<file path="config.mk">
export PLATFORM = sky130hd
export DESIGN_NAME = vtp_fifo
export DESIGN_NICKNAME = d
export VERILOG_FILES = /design/src/vtp_pkg.sv /design/src/vtp_fifo.sv
export SDC_FILE = /design/constraint.sdc
export NUM_CORES = 1
export LEC_CHECK = 0
export BUFFER_PORTS_ARGS = -buffer_cell sky130_fd_sc_hd__buf_2
export CAP_MARGIN = 20
export CORE_ASPECT_RATIO = 1.2
export CORE_MARGIN = 8
export CORE_UTILIZATION = 57
export CTS_CLUSTER_SIZE = 24
export DETAILED_ROUTE_END_ITERATION = 10
export PLACE_DENSITY_LB_ADDON = 0.3
export SYNTH_ARGS = -nofsm -noshare
export SYNTH_HDL_FRONTEND = slang
export SYNTH_SLANG_ARGS = --single-unit
export TNS_END_PERCENT = 5
</file>
<file path="constraint.sdc">
create_clock -name clk_i -period 7.9 [get_ports clk_i]
set_input_delay 0.395 -clock clk_i [delete_from_list [all_inputs] [get_ports clk_i]]
set_output_delay 0.395 -clock clk_i [all_outputs]
set_load 0.1 [all_outputs]
</file>
<file path="src/vtp_pkg.sv">
`default_nettype none

package vtp_pkg;

  typedef logic signed [31:0] word_t;

  localparam int COEF_COUNT  = 48;
  localparam int MV_BASE     = 0;
  localparam int NM_BASE     = 16;
  localparam int PJ_BASE     = 32;
  localparam int IDX_W       = 6;
  localparam int IN_TDATA_W  = 264;
  localparam int OUT_TDATA_W = 224;

  localparam int IDX_LSB  = 0;
  localparam int VAL_LSB  = 6;
  localparam int POS_LSB  = 38;
  localparam int NORM_LSB = 166;

  typedef enum logic {
    CMD_LOAD   = 1'b0,
    CMD_VERTEX = 1'b1
  } cmd_e;

  typedef word_t [COEF_COUNT-1:0] coef_arr_t;

  typedef struct packed {
    word_t [2:0] norm;
    word_t [3:0] pos;
  } vtx_t;

  typedef struct packed {
    word_t [2:0] view_norm;
    word_t [3:0] clip;
  } result_t;

  typedef struct packed {
    logic q_full;
    logic q_empty;
    logic pipe_busy;
  } flow_t;

endpackage

`default_nettype wire

</file>
<file path="src/vtp_fifo.sv">
`default_nettype none

module vtp_fifo #(
  parameter int DEPTH = 4
) (
  input  wire logic          clk_i,
  input  wire logic          rst_ni,
  input  wire logic          push_i,
  input  wire vtp_pkg::vtx_t din_i,
  input  wire logic          pop_i,
  output vtp_pkg::vtx_t      dout_o,
  output logic               full_o,
  output logic               empty_o
);

  localparam int PTR_W = (DEPTH > 1) ? $clog2(DEPTH) : 1;
  localparam int CNT_W = $clog2(DEPTH + 1);

  vtp_pkg::vtx_t mem_q [DEPTH];
  logic [PTR_W-1:0] wptr_q, rptr_q;
  logic [CNT_W-1:0] cnt_q;

  assign full_o  = (cnt_q == CNT_W'(DEPTH));
  assign empty_o = (cnt_q == '0);
  assign dout_o  = mem_q[rptr_q];

  always_ff @(posedge clk_i) begin
    if (push_i) begin
      mem_q[wptr_q] <= din_i;
    end
  end

  always_ff @(posedge clk_i or negedge rst_ni) begin
    if (!rst_ni) begin
      wptr_q <= '0;
      rptr_q <= '0;
      cnt_q  <= '0;
    end else begin
      if (push_i) begin
        wptr_q <= (wptr_q == PTR_W'(DEPTH - 1)) ? '0 : wptr_q + 1'b1;
      end
      if (pop_i) begin
        rptr_q <= (rptr_q == PTR_W'(DEPTH - 1)) ? '0 : rptr_q + 1'b1;
      end
      if (push_i && !pop_i) begin
        cnt_q <= cnt_q + 1'b1;
      end else if (!push_i && pop_i) begin
        cnt_q <= cnt_q - 1'b1;
      end
    end
  end

endmodule

`default_nettype wire

</file>
== After elaboration in Yosys (flattened, before gate mapping) ==
Memory sizes are Yosys's and may differ from the RTL's.
Cells that the tools add are included.
Word-level totals
  output and inout bits: 226
  RAM bits: 896
  memories kept: 1
  register bits after elaboration: 7
  logic and storage cells: 23
Cells by class
  reductions and logical operators: 6
  add/sub/neg operators: 4
  equality and inequality tests: 3
  mux-type cells: 6
Memories
  mem_q: words 4, width 224, rd ports 1, clocked after memory_dff 0, wr ports 1, RTL line vtp_fifo.sv:19  | vtp_pkg::vtx_t mem_q [DEPTH];
Operators by type and width (count)
  $mux W3: 2
  $add A2 B1 Y2 const B: 2
  $eq A2 B2 Y1 const B: 2
  $mux W2: 2
  $add A3 B1 Y3 const B: 1
  $eq A3 B3 Y1 const B: 1
  $logic_not A3 Y1: 1
  $sub A3 B1 Y3 const B: 1
  $logic_and A1 B1 Y1: 2
  $logic_not A1 Y1: 2
  $mux W1: 2
  $reduce_bool A2 Y1: 1

== Longest topological paths before layout ==
Gate-level depths: netlist of the first run.
  word-level depth: 4
  depth in mapped cells: 7
  gate-level depth less buffers: 7

== Least setup slack after synthesis of the first run ==
Ideal clock, no wire load.
  path type: register to register
  start point: register wptr_q[0]
  end point: memory mem_q[2][0] (netlist name) (enable)
  path buffers: 0
  setup slack: 1.579 ns
  stages on the path, launching flop included: 4
  library setup time: 0.612 ns
  data required time: 7.288 ns
  arrival time: 5.710 ns
  cell sequence: dfrtp_1 -> inv_1 -> ha_1 -> and2_1
RTL lines
  start: declaration: RTL line vtp_fifo.sv:20  | logic [PTR_W-1:0] wptr_q, rptr_q;
  start signal: assignment: RTL line vtp_fifo.sv:40  | wptr_q <= (wptr_q == PTR_W'(DEPTH - 1)) ? '0 : wptr_q + 1'b1;
  end: declaration: RTL line vtp_fifo.sv:19
No word-level cell before the write port.

==> results of run 1 <==
## flip-flops by register name, indices dropped and copies added, names as in the netlist
| register | cells |
|---|---|
| mem_q | 896 |
| wptr_q | 2 |
| cnt_q | 3 |
| rptr_q | 2 |
## synth_stat cells, types with 2 or more instances
library cell,n
mux2_2,3
inv_1,4
nand2_1,2
buf_2,26
xor2_1,2
edfxtp_1,896
dfrtp_1,7
o21ai_0,2
buf_1,4
and2_1,4
nor2_1,3
mux4_2,224
clkbuf_1,2
ha_1,6
buf_6,17
## final timing paths
check / endpoint / slack, ns / depth (start not counted)
worst max register to register: mem_q[1][117] / 5.30 / 4
worst min-delay path: mem_q[2][88] / 0.03 / 1
worst min register to register: cnt_q[2] / 0.51 / 1
max in group asynchronous: rptr_q[1] / 7.54 / 2
min in group asynchronous: cnt_q[2] / 0.18 / 2
worst max-delay path: dout_o[151] / 3.85 / 3
## worst reg2reg max path, delay by kind of cell, from the launching register on
family | cells | cell delay [ns]
flops | 1 | 0.40
fa+ha+maj | 1 | 0.16
buf+inv | 2 | 0.94
simple gates | 1 | 0.62
## metrics by stage
step / hold slack [ns] / util / instance area, um2 / setup WS (ns) / std cells
global placement: 0.2372 / 0.6278 / 35740 / 4.385 / 2360
finish: 0.03434 / 0.7165 / 40800 / 3.849 / 2748
global route: 0.02757 / 0.7162 / 40780 / 3.547 / 2740
detailed placement: 0.2411 / 0.6278 / 35740 / 4.384 / 2360
floorplan: 0.09941 / - / 32710 / 1.579 / 1207
CTS: 0.001665 / 0.7158 / 40760 / 3.724 / 2732
## final cells by class
type                    count  area, um2
flip-flops and latches    903      27090
fillers                  3175      16140
multi-input cells         250       5276
repair buffers            691       4674
clock buffers             109       2301
well taps                 735      919.6
clock inverters            40      480.5
diodes                     16      40.04
inverters                   4      15.01
## cell families after synthesis
| family | share of synthesized area |
|---|---|
| AOI/OAI and AO/OA | 0.0003060 |
| DFF | 0.8278 |
| and+or+nand+nor | 0.001721 |
| muxes | 0.1552 |
| buffers and inverters | 0.01121 |
| adders and majority gates | 0.002907 |
| xor gates and xnor gates | 0.0008033 |
## repair_timing
| action | in CTS | in global routing |
|---|---|---|
| hold buffers | 223 | 0 |
| gates resized for setup | 0 | 0 |
| endpoints found under the hold margin | 895 | 0 |
| endpoints found under the setup margin | 0 | 0 |
## metal layers
| metal | track usage | wire [um] | up-vias |
|---|---|---|---|
| li1 | - | - | 6727 |
| met2 | 0.3741 | 38090 | 673 |
| met4 | 0.08204 | 2181 | 8 |
| met5 | 0 | 55 | - |
| met1 | 0.2674 | 26820 | 8211 |
| met3 | 0.06343 | 6140 | 131 |
==> run summary, run 1 <==
• **outcome** complete, no violations
• **startpoint of the most critical register-to-register path** wptr_q[1]
• **Final Max Tran Viols** 0
• **GRT Residual Overflow** 0
• **cell area after technology mapping** 0.03271 mm2
• **global router's overall resource usage** 0.2197
• **FP Rows** 96
• **RD Place Congestion** 0.7633
• **residual antenna-violating net count after detailed routing** 0
• **Worst Path Max Fanout** 52
• **CP startpoint kind** flop
• **die area** 0.06535 mm2
• **primary flip-flop cell chosen by synthesis mapping** edfxtp_1
• **clock transition at the register clock pins on the worst setup and hold paths after CTS** 0.06 ns
• **most frequent cells in the layout** 896 x edfxtp_1, 453 x buf_2, 224 x mux4_2
• **fraction of registers with async set or reset after synthesis** 0.007752
• **launch point of the critical path** rptr_q[0]
• **kind of critical path** reg -> out
• **slowest stage delay, CP** 1.05 ns
• **post-route minimum period** 4.051 ns
• **data arrival time of the worst path** 3.66 ns
• **Tcrit/Tclk final** 0.5127
• **cell at the root of the clock tree** clkbuf_16
• **Inserted Clock Buffers** 85
• **slew of the pin with the lowest slew margin** 1.025 ns
• **number of max-cap violations** 0
• **gate family responsible for the most delay along the worst path** buffers and inverters
• **routed length per placed instance** 26.67 um
• **final count of hold timing violations** 0
• **Die Width** 234.7 um
• **post-detailed-placement half-perimeter wirelength** 40650 um
• **relative slew slack** 0.3165
• **vias** 15.75k
• **number of enable-type register cells in the synthesized netlist** 896
• **number of ports placed on the die boundary** 454
• **number of levels the H-tree was split into** 3
• **top cells by area, synth** edfxtp_1 82%, mux4_2 15%, buf_6 0.59%
• **category of the worst setup path capture point** output port
• **layout cells sized above 1** 0.4096
• **post-synth top area cell** edfxtp_1
• **detailed-route vias per instance** 5.731
• **post-CTS repair timing setup buffer count** 0
• **part of the Yosys area used for sequential elements** 0.8278
• **CTS tree** done
• **Yosys top cell area share** 0.8225
• **number of nets at the end of the flow** 2170
• **Post-Route WL** 73290 um
• **Slowest cell on crit path** dfrtp_4
• **net count of the mapped netlist** 1442
• **largest net degree at the start of global routing** 128
• **Syn Area/Cell** 27.10 um2
• **unique cell type count in the Yosys netlist** 20
• **Initial Utilization** 0.5746
• **number of synthesized register bits** 903
• **DRT Pass-1 Iters** 5
• **Clock Skews** 0.02167 ns
• **YS warnings** 0
• **CTS sink count** 903
• **class of the tightest hold or removal check** in -> reg
• **buffer depth of the longest clock path** 3
• **most frequent standard cell in the layout excluding fill and tap cells** edfxtp_1
• **aggregate negative setup slack** 0 ns
• **die boundary height** 278.4 um
• **insertion delay of the later-clocked pin in the worst-skew pair** 0.63 ns
• **final routed DRC violation total** 0
• **worst path cell trace** buf_4 > mux4_2 > buf_2
• **peak clock frequency supported by timing** 246.9 MHz
• **first-iteration detailed-routing DRC count** 1433
• **initial antenna violation count** 16
• **total setup violations reported at the end of the flow** 0
• **wire length of the first global-routing pass** 107900 um
• **count of buffer and inverter cells on the critical path** 2
• **vias in the first global route** 17.24k
• **signed area change from the synthesized netlist to the final layout** 24.70%
• **setup repair after global routing missed its margin** false
• **critical path data required time** 7.51 ns
• **worst hold path startpoint** din_i[88]
• **count of port buffers added during placement** 453
• **Post-Syn Instances** 1207
• **CORE AREA** 0.05693 mm2
Power of run 1 is not shown: default switching activity piles up to over one toggle a cycle in this logic, so the estimate is an artifact.
==> run 2, diff against run 1 <==
- ABC_AREA: not set -> 1
- CORE_UTILIZATION: 57 -> 52
- clock period: 7.9 -> 3.5 ns (I/O delays scaled with it)
==> run summary, run 2 <==
• **most frequent cells in the layout** 896 x edfxtp_1, 683 x nand2_1, 454 x inv_1
• **die area** 0.07720 mm2
• **main combinational cell family by area after synthesis** compound AO/OA/AOI/OAI gates
• **cell area after technology mapping** 0.03564 mm2
• **Syn Area/Cell** 13.37 um2
• **most common cell type on the critical path** buf_12
• **clock transition at the register clock pins on the worst setup and hold paths after CTS** 0.07 ns
• **Slowest cell on crit path** dfrtp_4
• **initial antenna violation count** 10
• **outcome** complete, no violations
• **Final Max Tran Viols** 0
• **wire length of the first global-routing pass** 130900 um
• **total setup violations reported at the end of the flow** 0
• **Post-Route WL** 85330 um
• **number of synthesized register bits** 903
• **top post-synthesis cells by count** 896 x edfxtp_1, 687 x nand2_1, 459 x inv_1, 448 x o211ai_1, 100 x buf_2
• **Inserted Clock Buffers** 85
• **Yosys top cell area share** 0.7550
• **launch point of the critical path** rptr_q[1]
• **startpoint of the most critical register-to-register path** wptr_q[0]
• **slew of the pin with the lowest slew margin** 0.9429 ns
• **worst path cell trace** inv_6 > buf_12 > buf_4 > o211ai_1 > nand2_1 > buf_12
• **number of levels the H-tree was split into** 3
• **CORE AREA** 0.06805 mm2
• **net count of the mapped netlist** 2900
• **worst reg2reg setup slack** 1.20 ns
• **cell at the root of the clock tree** clkbuf_16
• **part of the Yosys area used for sequential elements** 0.7599
• **first-iteration detailed-routing DRC count** 1870
• **kind of critical path** reg -> out
• **Tcrit/Tclk final** 0.8986
• **YS warnings** 0
• **routed length per placed instance** 19.65 um
• **number of enable-type register cells in the synthesized netlist** 896
• **global router's overall resource usage** 0.2180
• **DRT Pass-1 Iters** 8
• **dominant cell by count in the synthesized netlist** edfxtp_1
• **final count of hold timing violations** 0
• **number of max-cap violations** 0
• **insertion delay of the later-clocked pin in the worst-skew pair** 0.62 ns
• **most frequent standard cell in the layout excluding fill and tap cells** edfxtp_1
• **area share of fa/ha/maj cells after synthesis** 0.002668
• **slowest stage delay, CP** 0.69 ns
• **mux contribution to synthesized area** 0
• **share of the synthesized netlist area taken by xor and xnor gates** 0.0002458
• **post-route minimum period** 3.145 ns
• **vias** 22.72k
• **buffer depth of the longest clock path** 3
• **worst reg2reg path endpoint** mem_q[0][155]
• **number of ports placed on the die boundary** 454
• **reg2reg path depth** 5
• **RD Place Congestion** 0.7987
• **Largest register FFs** 896
• **post-detailed-placement half-perimeter wirelength** 52250 um
• **Initial Utilization** 0.5236
• **count of port buffers added during placement** 453
• **fraction of registers with async set or reset after synthesis** 0.007752
• **die boundary height** 302.8 um
• **post-synth top area cell** edfxtp_1
• **Die Width** 255.0 um
• **peak clock frequency supported by timing** 317.9 MHz
• **CTS tree** done
• **Worst Path Max Fanout** 60
• **relative slew slack** 0.3701
• **final routed DRC violation total** 0
• **detailed-route vias per instance** 5.232
• **Clock Skews** 0.01770 ns
• **post-cts repair resize count** 0
• **setup repair after global routing missed its margin** false
• **area share of and/or/nand/nor cells after synthesis** 0.07317
• **CP startpoint kind** flop
• **vias in the first global route** 23.91k
• **top cells by area, synth** edfxtp_1 76%, o211ai_1 9.4%, nand2_1 7.2%
• **largest net degree at the start of global routing** 110
• **CTS sink count** 903
• **category of the worst setup path capture point** output port
• **residual antenna-violating net count after detailed routing** 0
• **class of the tightest hold or removal check** in -> reg
• **Post-Syn Instances** 2665
• **number of nets at the end of the flow** 3587
• **critical path data required time** 3.32 ns
• **primary flip-flop cell chosen by synthesis mapping** edfxtp_1
• **GRT Residual Overflow** 0
• **layout cells sized above 1** 0.1938
• **signed area change from the synthesized netlist to the final layout** 26.94%
• **Synth Area in Compound Gates** 0.09494
• **final core utilization** 0.6647
• **endpoint of the most critical setup path** dout_o[78]
• **data arrival time of the worst path** 2.97 ns
• **Regs by FF count** mem_q x896, cnt_q x3
• **FP Rows** 105
• **unique cell type count in the Yosys netlist** 18
• **largest register by flop count** mem_q
-- run 2: worst max-delay path: cells and delay by family, from the launching register on --
kind | cells | cell delay (ns)
flip-flops | 1 | 0.69
AND/OR/NAND/NOR | 1 | 0.14
AO/OA/AOI/OAI | 1 | 0.16
buffers and inverters | 4 | 1.23
-- run 2: worst min-delay path by stage --
stage	depth (start not counted)	from	endpoint	slack (ns)
floorplan	0	rst_ni	cnt_q[0]	-0.12
global placement	1	rst_ni	cnt_q[2]	0.02
detailed placement	1	rst_ni	cnt_q[1]	0.02
CTS	2	din_i[184]	mem_q[1][184]	0.25
global route	2	din_i[165]	mem_q[0][165]	0.27
finish	2	din_i[52]	mem_q[2][52]	0.29
-- run 2: kinds of logic (layout without fill, tap and decap cells) --
| kind of cell | after synthesis | after routing |
|---|---|---|
| AO/OA/AOI/OAI | 452 | 452 |
| AND/OR/NAND/NOR | 693 | 693 |
| XOR/XNOR | 1 | 1 |
| buffers and inverters | 609 | 1365 |
| flip-flops | 903 | 903 |
| adder cells (fa/ha/maj) | 7 | 7 |
| other | 0 | 13 |
-- run 2: area by class of cell --
type / count / area, um2
well taps: 909 / 1137
repair buffers: 748 / 6254
clock inverters: 54 / 646.9
diodes: 13 / 32.53
multi-input cells: 1153 / 6112
flip-flops and latches: 903 / 27080
fillers: 4636 / 22820
clock buffers: 102 / 2212
inverters: 461 / 1758
-- run 2: per-layer routing --
metal,up-vias,part of all wire,track usage,wire length [um]
li1,10749,-,-,-
met1,11035,0.38,0.2558,32450
met2,745,0.52,0.3898,44450
met3,193,0.063,0.03864,5368
met4,0,0.036,0.09446,3059
met5,-,0,0,0
-- run 2: what timing repair did --
item | in CTS | in global routing
hold buffers | 228 | 0
endpoints found under the hold margin | 908 | 0
buffers inserted | 0 | 0
-- run 2: stage by stage --
step	instances	TNS [ns]	hold WS (ns)	instance area, um2	worst slack [ns]
2_1_floorplan	2665	-810.46	-0.1206	35670	-0.9133
3_3_place_gp	3946	0	0.02123	40060	1.044
6_report	4343	0	0.2945	45240	0.3548
3_5_place_dp	3946	0	0.02084	40060	0.9760
5_1_grt	4338	0	0.2688	45220	0.2425
4_1_cts	4330	0	0.2451	45200	0.2898
Power of run 2 is left out for the same reason.
